`src/design/rsw_pkg.sv`:
```
// Shared types and constants of the reliable sender window.
package rsw_pkg;

	localparam int unsigned SEQ_W    = 32;
	localparam int unsigned TIME_W   = 32;
	localparam int unsigned LEN_W    = 16;
	localparam int unsigned POST_W   = 17;
	localparam int unsigned HANDLE_W = 16;
	localparam int unsigned COUNT_W  = 6;
	localparam int unsigned TMO_W    = 16;
	localparam int unsigned ENTRY_W  = SEQ_W + LEN_W + HANDLE_W + TIME_W;

	localparam logic [POST_W-1:0] HEADER_BYTES  = 17'd18;
	localparam logic [TMO_W-1:0]  TIMEOUT_RESET = 16'd200;
	localparam logic [SEQ_W-1:0]  SEQ_RESET     = 32'd1;

	typedef enum logic [1:0] {
		REQ_SEND = 2'd0,
		REQ_ACK  = 2'd1,
		REQ_TICK = 2'd2,
		REQ_NONE = 2'd3
	} req_kind_t;

	typedef enum logic [2:0] {
		RES_SENT = 3'd0,
		RES_FULL = 3'd1,
		RES_RETX = 3'd2,
		RES_ACK  = 3'd3,
		RES_DONE = 3'd4
	} res_kind_t;

	// Commands from the controller to the datapath.
	typedef struct packed {
		logic in_ready;
		logic do_send;
		logic ack_free;
		logic walk_next;
		logic post_retx;
		logic post_ack;
		logic post_done;
	} rsw_cmd_t;

	// Status from the datapath to the controller.
	typedef struct packed {
		logic      in_fire;
		req_kind_t in_kind;
		logic      in_ack_zero;
		logic      walk_end;
		logic      seq_le_ack;
		logic      due;
		logic      out_free;
	} rsw_status_t;

endpackage

```
`src/design/rsw_ctrl.sv`:
```
// Controller state machine: sequences sends, ack walks and tick scans.
module rsw_ctrl
	import rsw_pkg::*;
(
	input  logic        clk,
	input  logic        arst_n,
	input  rsw_status_t status,
	output rsw_cmd_t    cmd
);
	typedef enum logic [3:0] {
		S_IDLE,
		S_SEND,
		S_ACK_CHK,
		S_ACK_EV,
		S_ACK_DONE,
		S_TICK_CHK,
		S_TICK_EV,
		S_TICK_POST,
		S_TICK_DONE
	} state_t;

	state_t state_q;

	always_ff @(posedge clk or negedge arst_n) begin
		if (!arst_n) begin
			state_q <= S_IDLE;
		end else begin
			unique case (state_q)
				S_IDLE: begin
					if (status.in_fire) begin
						unique case (status.in_kind)
							REQ_SEND: state_q <= S_SEND;
							REQ_ACK:  state_q <= status.in_ack_zero ? S_ACK_DONE : S_ACK_CHK;
							REQ_TICK: state_q <= S_TICK_CHK;
							default:  state_q <= S_IDLE;
						endcase
					end
				end
				S_SEND: begin
					if (status.out_free) state_q <= S_IDLE;
				end
				S_ACK_CHK: begin
					state_q <= status.walk_end ? S_ACK_DONE : S_ACK_EV;
				end
				S_ACK_EV: begin
					state_q <= status.seq_le_ack ? S_ACK_CHK : S_ACK_DONE;
				end
				S_ACK_DONE: begin
					if (status.out_free) state_q <= S_IDLE;
				end
				S_TICK_CHK: begin
					state_q <= status.walk_end ? S_TICK_DONE : S_TICK_EV;
				end
				S_TICK_EV: begin
					state_q <= status.due ? S_TICK_POST : S_TICK_CHK;
				end
				S_TICK_POST: begin
					if (status.out_free) state_q <= S_TICK_CHK;
				end
				S_TICK_DONE: begin
					if (status.out_free) state_q <= S_IDLE;
				end
				default: state_q <= S_IDLE;
			endcase
		end
	end

	always_comb begin
		cmd           = '0;
		cmd.in_ready  = (state_q == S_IDLE);
		cmd.do_send   = (state_q == S_SEND) && status.out_free;
		cmd.ack_free  = (state_q == S_ACK_EV) && status.seq_le_ack;
		cmd.walk_next = (state_q == S_TICK_EV) && !status.due;
		cmd.post_retx = (state_q == S_TICK_POST) && status.out_free;
		cmd.post_ack  = (state_q == S_ACK_DONE) && status.out_free;
		cmd.post_done = (state_q == S_TICK_DONE) && status.out_free;
	end
endmodule

```
`config.mk`:
```
export PLATFORM = sky130hd
export DESIGN_NAME = rsw_ctrl
export DESIGN_NICKNAME = d
export VERILOG_FILES = /design/src/design/rsw_pkg.sv /design/src/design/rsw_ctrl.sv
export SDC_FILE = /design/constraint.sdc
export NUM_CORES = 1
export LEC_CHECK = 0
export ABC_AREA = 1
export BUFFER_PORTS_ARGS = -buffer_cell sky130_fd_sc_hd__buf_4
export CELL_PAD_IN_SITES_DETAIL_PLACEMENT = 1
export CELL_PAD_IN_SITES_GLOBAL_PLACEMENT = 1
export CORE_MARGIN = 4
export CORE_UTILIZATION = 28
export DETAILED_ROUTE_END_ITERATION = 7
export PLACE_DENSITY = 0.73
export SLEW_MARGIN = 20
export SYNTH_ARGS = -nofsm -noshare
export SYNTH_HDL_FRONTEND = slang
export SYNTH_SLANG_ARGS = --single-unit
export TNS_END_PERCENT = 100
```
`constraint.sdc`:
```
create_clock -name clk -period 1.51 [get_ports clk]
set_input_delay 0.151 -clock clk [delete_from_list [all_inputs] [get_ports clk]]
set_output_delay 0.151 -clock clk [all_outputs]
set_load 0.005 [all_outputs]
```
==> After elaboration in Yosys (flattened, before gate mapping) <==
Index checks and enable logic that the tools add are counted.
{ "totals": {"reg_bits": 4, "inputBits": 10, "output_inout_bits": 7, "elab_cells": 35} }
{ "op_classes": {"n_eq_ne": 13, "mux": 10, "reduce_logical": 11} }
{ "ops": {"columns": ["operator", "n"], "rows": [
  ["$pmux W4 S7", 1],
  ["$eq A4 B3 Y1 const B", 4],
  ["$mux W4", 4],
  ["$mux W3", 3],
  ["$pmux W3 S3", 1],
  ["$eq A4 B2 Y1 const B", 2],
  ["$logic_and A1 B1 Y1", 6],
  ["$eq A4 B1 Y1 const B", 1],
  ["$eq A4 B4 Y1 const B", 1],
  ["$logic_not A4 Y1", 1],
  ["$ne A2 B2 Y1 const B", 2],
  ["$reduce_and A3 Y1", 1],
  ["$reduce_or A3 Y1", 1],
  ["$eq A2 B1 Y1 const B", 1],
  ["$eq A2 B2 Y1 const B", 1],
  ["$logic_not A2 Y1", 1],
  ["$mux W2", 1],
  ["$ne A2 B1 Y1 const B", 1],
  ["$logic_not A1 Y1", 1]
]} }

==> Logic depth before layout (Yosys ltp) <==
{ "logic_depth": {"depth_word": 4, "ltp_mapped": 9, "ltp_nobuf": 9} }

==> Least setup slack after synthesis <==
Ideal clock, no wire load.
{ "synth_timing": {"kind": "register to register", "from": "register state_q[3]", "to": "register state_q[2]", "setup_ps": 65, "arrival_ps": 1129, "t_required_ps": 1445, "path_slack_ps": 316, "stages_incl_launch_ff": 7, "path_buffers": 0, "synth_period_minus_slack_ps": 1194, "path_cell_list": "dfrtp_1 > nor2_2 > nand2_2 > or2_4 > nand2_2 > nand2_1 > nand2_1"} }
{ "synth_between": {"elab_chain_len": 4, "elab_cells_between_ends": 15, "classes_between": "11 x eq/ne; 1 x mux; 3 x reduce/logical"} }
{ "synth_lines": {"columns": ["item", "line", "rtl"], "rows": [
  ["from (decl)", "rsw_ctrl.sv:22", "state_t state_q;"],
  ["from (signal assigned)", "rsw_ctrl.sv:33", "REQ_ACK: state_q <= status.in_ack_zero ? S_ACK_DONE : S_ACK_CHK;"],
  ["from (signal assigned)", "rsw_ctrl.sv:43", "state_q <= status.walk_end ? S_ACK_DONE : S_ACK_EV;"],
  ["from (signal assigned)", "rsw_ctrl.sv:46", "state_q <= status.seq_le_ack ? S_ACK_CHK : S_ACK_DONE;"],
  ["$eq A4 B1 Y1 (tied with other cells)", "rsw_ctrl.sv:28", "unique case (state_q)"],
  ["$reduce_or A3 Y1 (no line)", null, null],
  ["$ne A2 B1 Y1 (no line)", null, null],
  ["$reduce_and A3 Y1 (no line)", null, null]
]} }
Several ways; a longest one is shown, not always the timed one.
A chain may end at the register's enable or synchronous reset.

==> impl_metrics.env <==
export IMPL_status="completed"
export IMPL_cts_num_sinks=4
export IMPL_coreArea_um2=1366
export IMPL_globalplace_congestion=0.7556
export IMPL_synth_cell_types=14
export IMPL_fin_crit_sh_pct=92.93
export IMPL_syn_num_nets=87
export IMPL_ys_seq_area_share_pct=23.74
export IMPL_die_w_um=46.81
export IMPL_report_final_slew_viol_count=0
export IMPL_fin_util_pct=45.15
export IMPL_critPathSlowestCell="dfrtp_1"
export IMPL_syn_inst=77
export IMPL_drtIter0Drc=2
export IMPL_grt_pass1_wl_mm=2.070
export IMPL_fin_nets=110
export IMPL_peakVddDrop_uv=616.9
export IMPL_top_regs="state_q: 4 flops"
export IMPL_avgSynthCellArea_um2=5.476
export IMPL_maxSlewHeadroom_pct=84.01
export IMPL_drive_gt1_share_pct=31.63
export IMPL_synth_seq_cells=4
export IMPL_firstDrtPassIters=4
export IMPL_ctsRootBufferMaster="clkbuf_4"
export IMPL_hold_viol=0
export IMPL_setup_violations=0
export IMPL_critPathKind="reg2out"
export IMPL_clock_latency_ns=0.24
export IMPL_postSynth_asyncResetShare_pct=100.0
export IMPL_netlist_top_cells_area="dfrtp_1, nand2_1, nand3_1"
export IMPL_p_leak_nw=0.3740
export IMPL_rsz0062_at_grt="no"
export IMPL_drcViolationCount=0
export IMPL_grt_total_usage_pct=14.12
export IMPL_num_antenna_cells=0
export IMPL_fillers=201
export IMPL_clock_path_buffers=2
export IMPL_synth_top_cells_by_count="nand2_1, nor2_1, inv_1, nand3_1, dfrtp_1"
export IMPL_route_vias_total=541
export IMPL_critical_path_max_fanout=6
export IMPL_synth_most_common_cell="nand2_1"
export IMPL_largest_register="state_q"
export IMPL_row_count=13
export IMPL_avgViaCountPerCell=4.788
export IMPL_synth_top_area_share_pct=23.74
export IMPL_yosys_warnings=0
export IMPL_die_height_um=46.81
export IMPL_io_buffers=16
export IMPL_critPathMaxStageDelay_ns=0.45
export IMPL_startpoint_type="flip-flop"
export IMPL_initial_core_util_pct=30.86
export IMPL_crit_required_ns=1.36
export IMPL_stdcell_count=113
export IMPL_drtAntennaViolNets=0
export IMPL_worst_hold_slack_ns=0.2204
export IMPL_fin_crit_ns=1.403
export IMPL_largest_reg_flops=4
export IMPL_clk_pin_slew_ns=0.04
export IMPL_final_setup_tns_ns=0
export IMPL_cp_end_kind="primary output"
export IMPL_numCtsBuffers=3
export IMPL_ys_flop_type="dfrtp_1"
export IMPL_overflow=0
export IMPL_syn_to_final_growth_pct=46.29
export IMPL_pin_count=17
export IMPL_dp_cells=109
export IMPL_cap_violations=0
export IMPL_dieArea_um2=2191
export IMPL_cp_arrival_ns=1.25
export IMPL_worst_slew_pin_slew_ns=0.2399
export IMPL_dpl_hpwl_mm=1.168
export IMPL_skew_ns=0.0006526
export IMPL_cts_tree="built"
export IMPL_grt_max_degree=7
export IMPL_synth_largest_area_cell="dfrtp_1"
export IMPL_synth_edf_count=0
export IMPL_power_density_nw_per_um2=1471
export IMPL_fmax_mhz=712.6
export IMPL_grt_pass1_vias=494
export IMPL_syn_cell_area_um2=421.7
export IMPL_htree_num_levels=1
export IMPL_antenna_found_initial=0
export IMPL_wl_per_cell_um=12.18
export IMPL_path_cells="nor2_4 > inv_1 > nor3_1 > buf_4"
export IMPL_hp_class="in2reg"
export IMPL_wirelength_mm=1.376
worst paths after layout:
check	startpoint	endpoint	slack, ns	cells past startpoint
max in group asynchronous	arst_n	state_q[1]$_DFFE_PN0P_	1.15	2
min	status[3]	state_q[3]$_DFFE_PN0P_	0.22	3
max reg2reg	state_q[3]$_DFFE_PN0P_	state_q[1]$_DFFE_PN0P_	0.23	8
min in group asynchronous	arst_n	state_q[0]$_DFFE_PN0P_	0.24	2
max	state_q[0]$_DFFE_PN0P_	cmd[1]	0.11	4
min reg2reg	state_q[3]$_DFFE_PN0P_	state_q[3]$_DFFE_PN0P_	0.57	2
routing by layer:
metal / track usage, % / wire (µm)
met2: 23.58 / 686
met4: 9.945 / 27
met1: 16.94 / 612
met3: 1.149 / 48
met5: 0 / 0
power breakdown:
group          internal [mW]  leakage (nW)  switching (mW)
combinational          0.227         0.310           0.328
clock                 0.0895        0.0138          0.0525
sequential             0.147        0.0504          0.0639
total                  0.463         0.374           0.444
cell usage in the layout, fill, tap and decap left out, types with 2 or more instances in the layout:
master and n:
clkbuf_4 3, nand3_1 12, nor2_1 13, nor2_2 2, buf_4 17, nand2_2 3
dfrtp_2 2, nor3_1 3, nand2_1 20, dfrtp_1 2, inv_1 13
critical path: cells and delay by family (launching register included):
family	cells	cell delay, ns
flops	1	0.45
simple gates	2	0.33
buf+inv	2	0.23
cell families after synthesis:
family | synth area share, %
buf+inv | 12.46
compound gates | 2.967
simple gates | 60.83
flops | 23.74
through the flow:
stage               setup slack, ns  cell area (µm²)  total power [mW]
floorplan                    0.3162            421.7            0.5413
global placement             0.2123            568.0            0.7252
detailed placement           0.1887            568.0            0.7357
CTS                         0.04956            603.1            0.8968
global route                0.02035            616.8             1.003
finish                       0.1067            616.8            0.9075
cell type report:
type	instances	area, µm²	area share (%)
sequential	4	102.6	16.63
clock buffer	3	22.52	3.651
multi-input combinational	59	282.8	45.84
tap	15	18.77	3.043
inverter	14	52.55	8.519
timing repair buffer	18	137.6	22.31
what timing repair did:
action,CTS,global route
hold buffers,1,0
hold endpoints to repair,4,0
gates resized for setup,1,4
buffers inserted,0,0
setup endpoints to repair,1,2
Note: power is estimated with default switching activity, not from simulation.
